### config.mk
export PLATFORM = sky130hd
export DESIGN_NAME = rpa_ctrl
export DESIGN_NICKNAME = d
export VERILOG_FILES = /design/src/rpa_pkg.sv /design/src/rpa_ctrl.sv
export SDC_FILE = /design/constraint.sdc
export NUM_CORES = 1
export LEC_CHECK = 0
export BUFFER_PORTS_ARGS = -buffer_cell sky130_fd_sc_hd__buf_2
export CAP_MARGIN = 40
export CORE_AREA = 2 2 39 41
export CTS_CLUSTER_DIAMETER = 30
export DETAILED_ROUTE_END_ITERATION = 10
export DIE_AREA = 0 0 41 43
export HOLD_SLACK_MARGIN = 0.02
export PLACE_DENSITY = 0.48
export RECOVER_POWER = 100
export SYNTH_ARGS = -nofsm -noshare
export SYNTH_HDL_FRONTEND = slang
export SYNTH_SLANG_ARGS = --single-unit
export TNS_END_PERCENT = 10
### constraint.sdc
create_clock -name clk -period 1 [get_ports clk]
set_input_delay 0.05 -clock clk [delete_from_list [all_inputs] [get_ports clk]]
set_output_delay 0.05 -clock clk [all_outputs]
set_load 0.01 [all_outputs]
### src/rpa_pkg.sv
package rpa_pkg;

  // Fixed field widths
  localparam int ADDR_W      = 27;
  localparam int CNT_W       = 8;
  localparam int STAT_W      = 3;
  localparam int ACT_W       = 2;
  localparam int FUP_W       = 15;
  localparam int IN_TDATA_W  = 32;
  localparam int OUT_TDATA_W = 40;

  localparam logic [CNT_W-1:0] CNT_MAX = 8'd255;
  localparam logic [CNT_W-1:0] CNT_ONE = 8'd1;

  typedef enum logic [ACT_W-1:0] {
    ACT_ALLOC = 2'd0,
    ACT_DROP  = 2'd1,
    ACT_SHARE = 2'd2,
    ACT_READ  = 2'd3
  } action_t;

  typedef enum logic [STAT_W-1:0] {
    ST_OK        = 3'd0,
    ST_RELEASED  = 3'd1,
    ST_OOM       = 3'd2,
    ST_BADADDR   = 3'd3,
    ST_UNDERFLOW = 3'd4,
    ST_UNOWNED   = 3'd5,
    ST_OVERFLOW  = 3'd6
  } status_t;

  typedef enum logic [3:0] {
    S_CLEAR = 4'b0001,
    S_IDLE  = 4'b0010,
    S_READ  = 4'b0100,
    S_EXEC  = 4'b1000
  } state_t;

  // Controller to datapath
  typedef struct packed {
    logic clear_en;   // write zero to one count entry
    logic load;       // capture an input word
    logic read;       // read count and stack memories
    logic commit;     // update state and load the result
  } cmd_t;

  // Datapath to controller
  typedef struct packed {
    logic clear_last; // clearing pass at its last entry
    logic out_free;   // output register can take a result
  } sts_t;

endpackage

### src/rpa_ctrl.sv
module rpa_ctrl
  import rpa_pkg::*;
(
  input  logic clk,
  input  logic rst_n,
  input  logic in_tvalid,
  output logic in_tready,
  input  sts_t sts,
  output cmd_t cmd
);

  state_t state_r, state_nxt;

  // state register
  always_ff @(posedge clk) begin
    if (!rst_n) begin
      state_r <= S_CLEAR;
    end else begin
      state_r <= state_nxt;
    end
  end

  // next state and commands
  always_comb begin
    state_nxt = state_r;
    cmd       = '0;
    in_tready = 1'b0;
    case (state_r)
      S_CLEAR: begin
        cmd.clear_en = 1'b1;
        if (sts.clear_last) begin
          state_nxt = S_IDLE;
        end
      end
      S_IDLE: begin
        in_tready = 1'b1;
        if (in_tvalid) begin
          cmd.load  = 1'b1;
          state_nxt = S_READ;
        end
      end
      S_READ: begin
        cmd.read  = 1'b1;
        state_nxt = S_EXEC;
      end
      S_EXEC: begin
        // finish when the output register is free; take the next word at once
        if (sts.out_free) begin
          cmd.commit = 1'b1;
          in_tready  = 1'b1;
          if (in_tvalid) begin
            cmd.load  = 1'b1;
            state_nxt = S_READ;
          end else begin
            state_nxt = S_IDLE;
          end
        end
      end
      default: begin
        state_nxt = S_CLEAR;
      end
    endcase
  end

endmodule

==> After elaboration in Yosys (flattened, before gate mapping) <==
Cells that the tools add are included.
{ "word_totals": {"regBits": 4, "input_bits": 5, "wordCells": 22} }
{ "classes": {"n_eq_ne": 7, "mux": 13, "reduce_logical": 1} }
{ "op_table": {"columns": ["cell", "n"], "rows": [
  ["one-hot mux 4 bit (4 select lines)", 1],
  ["2-to-1 mux 4 bit", 3],
  ["2-to-1 mux 1 bit", 6],
  ["!= test 2 bit (second input constant)", 3],
  ["== test 4 x 1 -> 1 bit (second input constant)", 1],
  ["== test 4 x 2 -> 1 bit (second input constant)", 1],
  ["== test 4 x 3 -> 1 bit (second input constant)", 1],
  ["== test 4 bit (second input constant)", 1],
  ["one-hot mux 1 bit (2 select lines)", 2],
  ["2-to-1 mux 3 bit", 1],
  ["AND reduction 3 bit", 1]
]} }

==> Logic depth before layout (Yosys ltp) <==
{ "depth": {"depth_word": 3, "depth_mapped": 4} }

==> Worst setup path after synthesis <==
OpenSTA, ideal clock, no wires.
{ "synth_path": {"path_type": "register to output", "from": "reg state_r[3]", "to": "out cmd[2] (netlist bit)", "t_arrival_ns": 1.118, "setup_slack_ns": -0.168, "path_stages_with_launch": 5, "path_buffers": 1, "cell_sequence": "dfxtp_1 buf_6 nand2b_2 a211oi_2 and2_1"} }
{ "synth_rtl": {"columns": ["element", "line", "rtl"], "rows": [
  ["start, declared", "rpa_ctrl.sv:12", "state_t state_r, state_nxt;"],
  ["start signal, assigned", "rpa_ctrl.sv:19", "state_r <= state_nxt;"],
  ["end, declared", "rpa_ctrl.sv:9", "output cmd_t cmd"]
]} }

==> summary.txt <==
Clock tree
  – H-tree depth: 1
  – CTS Buf Count: 3
  – Clk sinks: 4
  – TritonCTS clock tree: done
  – Clock transition at the registers of the reported paths: 0.04 ns
  – Clk_lat worst skew: 0.24 ns
  – Root Driver: clkbuf_4
  – CTS Buffer Depth: 2

Yosys
  – Cells after Synth: 38
  – Post-synth net total: 43
  – Synth Area in Adders: 0%
  – Syn_area_per_cell: 9.35 sq um
  – Post-synth ARST share: 0%
  – Mapped cell area: 355 sq um
  – Mux cell area share after synthesis: 0%
  – Largest area contributor in the netlist: dfxtp_1
  – Largest family of logic cells by synthesized area: simple AND/OR/NAND/NOR gates
  – Synth Area in Simple Gates: 45.4%
  – Synth Area in Compound Gates: 18.0%
  – Count of cell types in the netlist: 26
  – Prevailing post-synth register cell: dfxtp_1
  – Post-synthesis xor/xnor area fraction: 2.46%
  – Top-area cell type share of the netlist area: 22.5%
  – Post-synth EDFFs: 0
  – Seq/Total Area, Yosys: 22.5%
  – #FFs+latches synth: 4
  – Ys Warns: 0
  – Top post-synthesis cells by area: dfxtp_1, nor2b_4, buf_6
  – Post-synth top cells: dfxtp_1, nor2_1

Cells and area
  – Ant diodes: 0
  – Nets: 63
  – Area Growth Syn to Fin: 54.6%
  – Final Util: 39.7%
  – Layout cell share with drive strength beyond 1: 67.9%
  – Max reg flops: 4
  – Design area: 549 sq um
  – Top reg by flops: state_r
  – Biggest regs: state_r (4)

Route
  – DR WL/cell: 13.1 um
  – DR iter-0 viols: 2
  – Antenna-violating nets left: 0
  – Drt first pass iters: 4
  – Total number of vias: 345
  – Drt drc: 0
  – DRT Wirelength: 946 um
  – Vias per cell: 4.79

Critical path
  – Crit path kind: reg2out
  – Max incr delay on CP: 0.35 ns
  – Reg2Reg Depth: 5
  – R2R Path Start: state_r[1]$_SDFFE_PN0P_
  – Worst setup SP type: flop
  – R2r endpoint: state_r[1]$_SDFFE_PN0P_
  – CP Cell Sequence: nand3b_1, a211oi_4, and2_4, buf_6
  – Peak fanout along the critical path: 4
  – CP Data Arrival Time: 1.27 ns
  – R2R Setup Slk: -0.11 ns
  – Worst path required time: 0.95 ns
  – Crit. End Element: primary output
  – Crit-path slowest cell: dfxtp_4

Timing
  – RSZ-0062 raised after global routing: true
  – Worst-Margin Slew: 0.257 ns
  – Final Slew Violations: 0
  – Final hold slack: 0.0576 ns
  – Final Setup Violations: 8
  – Hold Vio Cnt, Final: 0
  – Tmin final: 1.32 ns
  – Fmax: 760 MHz
  – Final setup TNS: -1.36 ns
  – Post-Route Skew: 0.000344 ns
  – PnR worst setup slack: -0.316 ns
  – Slew Limit Headroom: 82.7%
  – Final Cycle Share: 132%

Floorplanning
  – Core area: 0.00138 sq mm
  – Die X: 41 um
  – Io pins: 10
  – Site Rows: 14
  – Starting Density: 25.7%
  – Die area: 0.00176 sq mm
  – Die extent in y: 43 um

Hold path
  – WHS Endpoint: state_r[0]$_SDFFE_PN1P_
  – Hold path depth: 2
  – Worst Hold Launch: rst_n
  – HP Class: in2reg

Placed design
  – Routability cong.: 0.772
  – Port bufs: 9
  – Post-DP HPWL: 646 um
  – DP Area: 452 sq um

Global routing
  – Vias in the first global route: 317
  – Initial antenna violation count: 0
  – GR Overflow Total: 0
  – Fraction of met2 tracks used by global routing: 17.5%
  – M3 GR Usage: 3.14%
  – GR Layer Usage met1: 14.5%
  – Gr usage total: 12.3%
  – Largest net degree at the start of global routing: 11
  – First-pass GRT wire length: 1360 um
  – Most used routing layer: met2

Run
  – Max-cap viol count: 0

Power and ir drop
  – Leak pwr: 0.220 nW
  – Worst IR Drop VDD: 0.000441 V
  – Pwr dens: 1100 mW/mm^2

Status
  – Outcome: finished, violations left
  – Failing checks: negative setup slack
[repair_timing]
item | 4_1_cts | 5_1_grt
setup buffers | 2 | 1
gates cloned | 0 | 0
gates resized for setup | 11 | 4
pin swaps | 3 | 4
hold buffers | 0 | 0
endpoints found under the setup margin | 9 | 8
[through the flow]
stage / setup WS [ns] / cells / power, mW
after floorplan: -0.116 / 38 / 0.300
after global placement: -0.213 / 66 / 0.358
after detailed placement: -0.219 / 66 / 0.356
after CTS: -0.359 / 71 / 0.593
after global routing: -0.359 / 72 / 0.633
final: -0.316 / 72 / 0.602
[worst max-delay path, delay by kind of cell, from the launching register on]
family / cells / cell delay, ns
AND/OR/NAND/NOR: 2 / 0.37
flip-flops: 1 / 0.35
AO/OA/AOI/OAI: 1 / 0.22
buffers and inverters: 1 / 0.09
[worst max-delay path by stage]
stage / slack, ns / end / depth (start not counted) / from
CTS: -0.36 / cmd[2] / 4 / state_r[1]$_SDFFE_PN0P_
global placement: -0.21 / state_r[2]$_SDFFE_PN0P_ / 4 / state_r[1]$_SDFFE_PN0P_
detailed placement: -0.22 / state_r[0]$_SDFFE_PN1P_ / 3 / state_r[1]$_SDFFE_PN0P_
global route: -0.36 / cmd[2] / 5 / state_r[1]$_SDFFE_PN0P_
finish: -0.32 / cmd[2] / 4 / state_r[1]$_SDFFE_PN0P_
floorplan: -0.12 / cmd[2] / 4 / state_r[3]$_SDFFE_PN0P_
[cell families after synthesis]
group,Yosys count
XOR/XNOR,1
AO/OA/AOI/OAI,7
buffers and inverters,5
flip-flops,4
AND/OR/NAND/NOR,21
[where the power goes]
part | total (mW) | internal, mW | switching, mW | leakage [nW]
Combinational | 0.204 | 0.116 | 0.0880 | 0.171
Sequential | 0.190 | 0.170 | 0.0197 | 0.0347
Clock | 0.208 | 0.135 | 0.0732 | 0.0138
Total | 0.602 | 0.421 | 0.181 | 0.220
[per-layer routing]
metal | part of all wire [%] | vias to the layer above
met1 | 46 | 160
met5 | 0 | -
met3 | 3.8 | 0
met4 | 0 | 0
li1 | - | 177
met2 | 50 | 8
[layout make-up]
cell class,instances,area [sq um]
flip-flops and latches,4,92.6
multi-input cells,29,267
inverters,1,3.75
clock buffers,3,22.5
well taps,16,20.0
fillers,150,835
repair buffers,19,144
[placed cells by master (no fill, tap or decap)]
cell | synthesis | routed
buf_2 | 0 | 7
buf_4 | 2 | 7
buf_6 | 2 | 5
nor2_1 | 4 | 4
nor4b_2 | 1 | 3
clkbuf_4 | 0 | 3
dfxtp_4 | 0 | 3
nor3_1 | 2 | 2
nor2b_4 | 2 | 2
nand3b_1 | 2 | 2
nor3b_2 | 1 | 2
nand2b_1 | 1 | 1
and3_2 | 1 | 1
nand2b_4 | 0 | 1
a211oi_4 | 0 | 1
and2_4 | 0 | 1
a211oi_1 | 1 | 1
o21ai_1 | 0 | 1
a2bb2oi_1 | 1 | 1
inv_1 | 1 | 1
a21oi_1 | 1 | 1
a221oi_2 | 1 | 1
xnor2_1 | 1 | 1
and3_1 | 1 | 1
nor4_1 | 1 | 1
o311a_1 | 1 | 1
dfxtp_2 | 0 | 1
(Power assumes the default switching activity.)
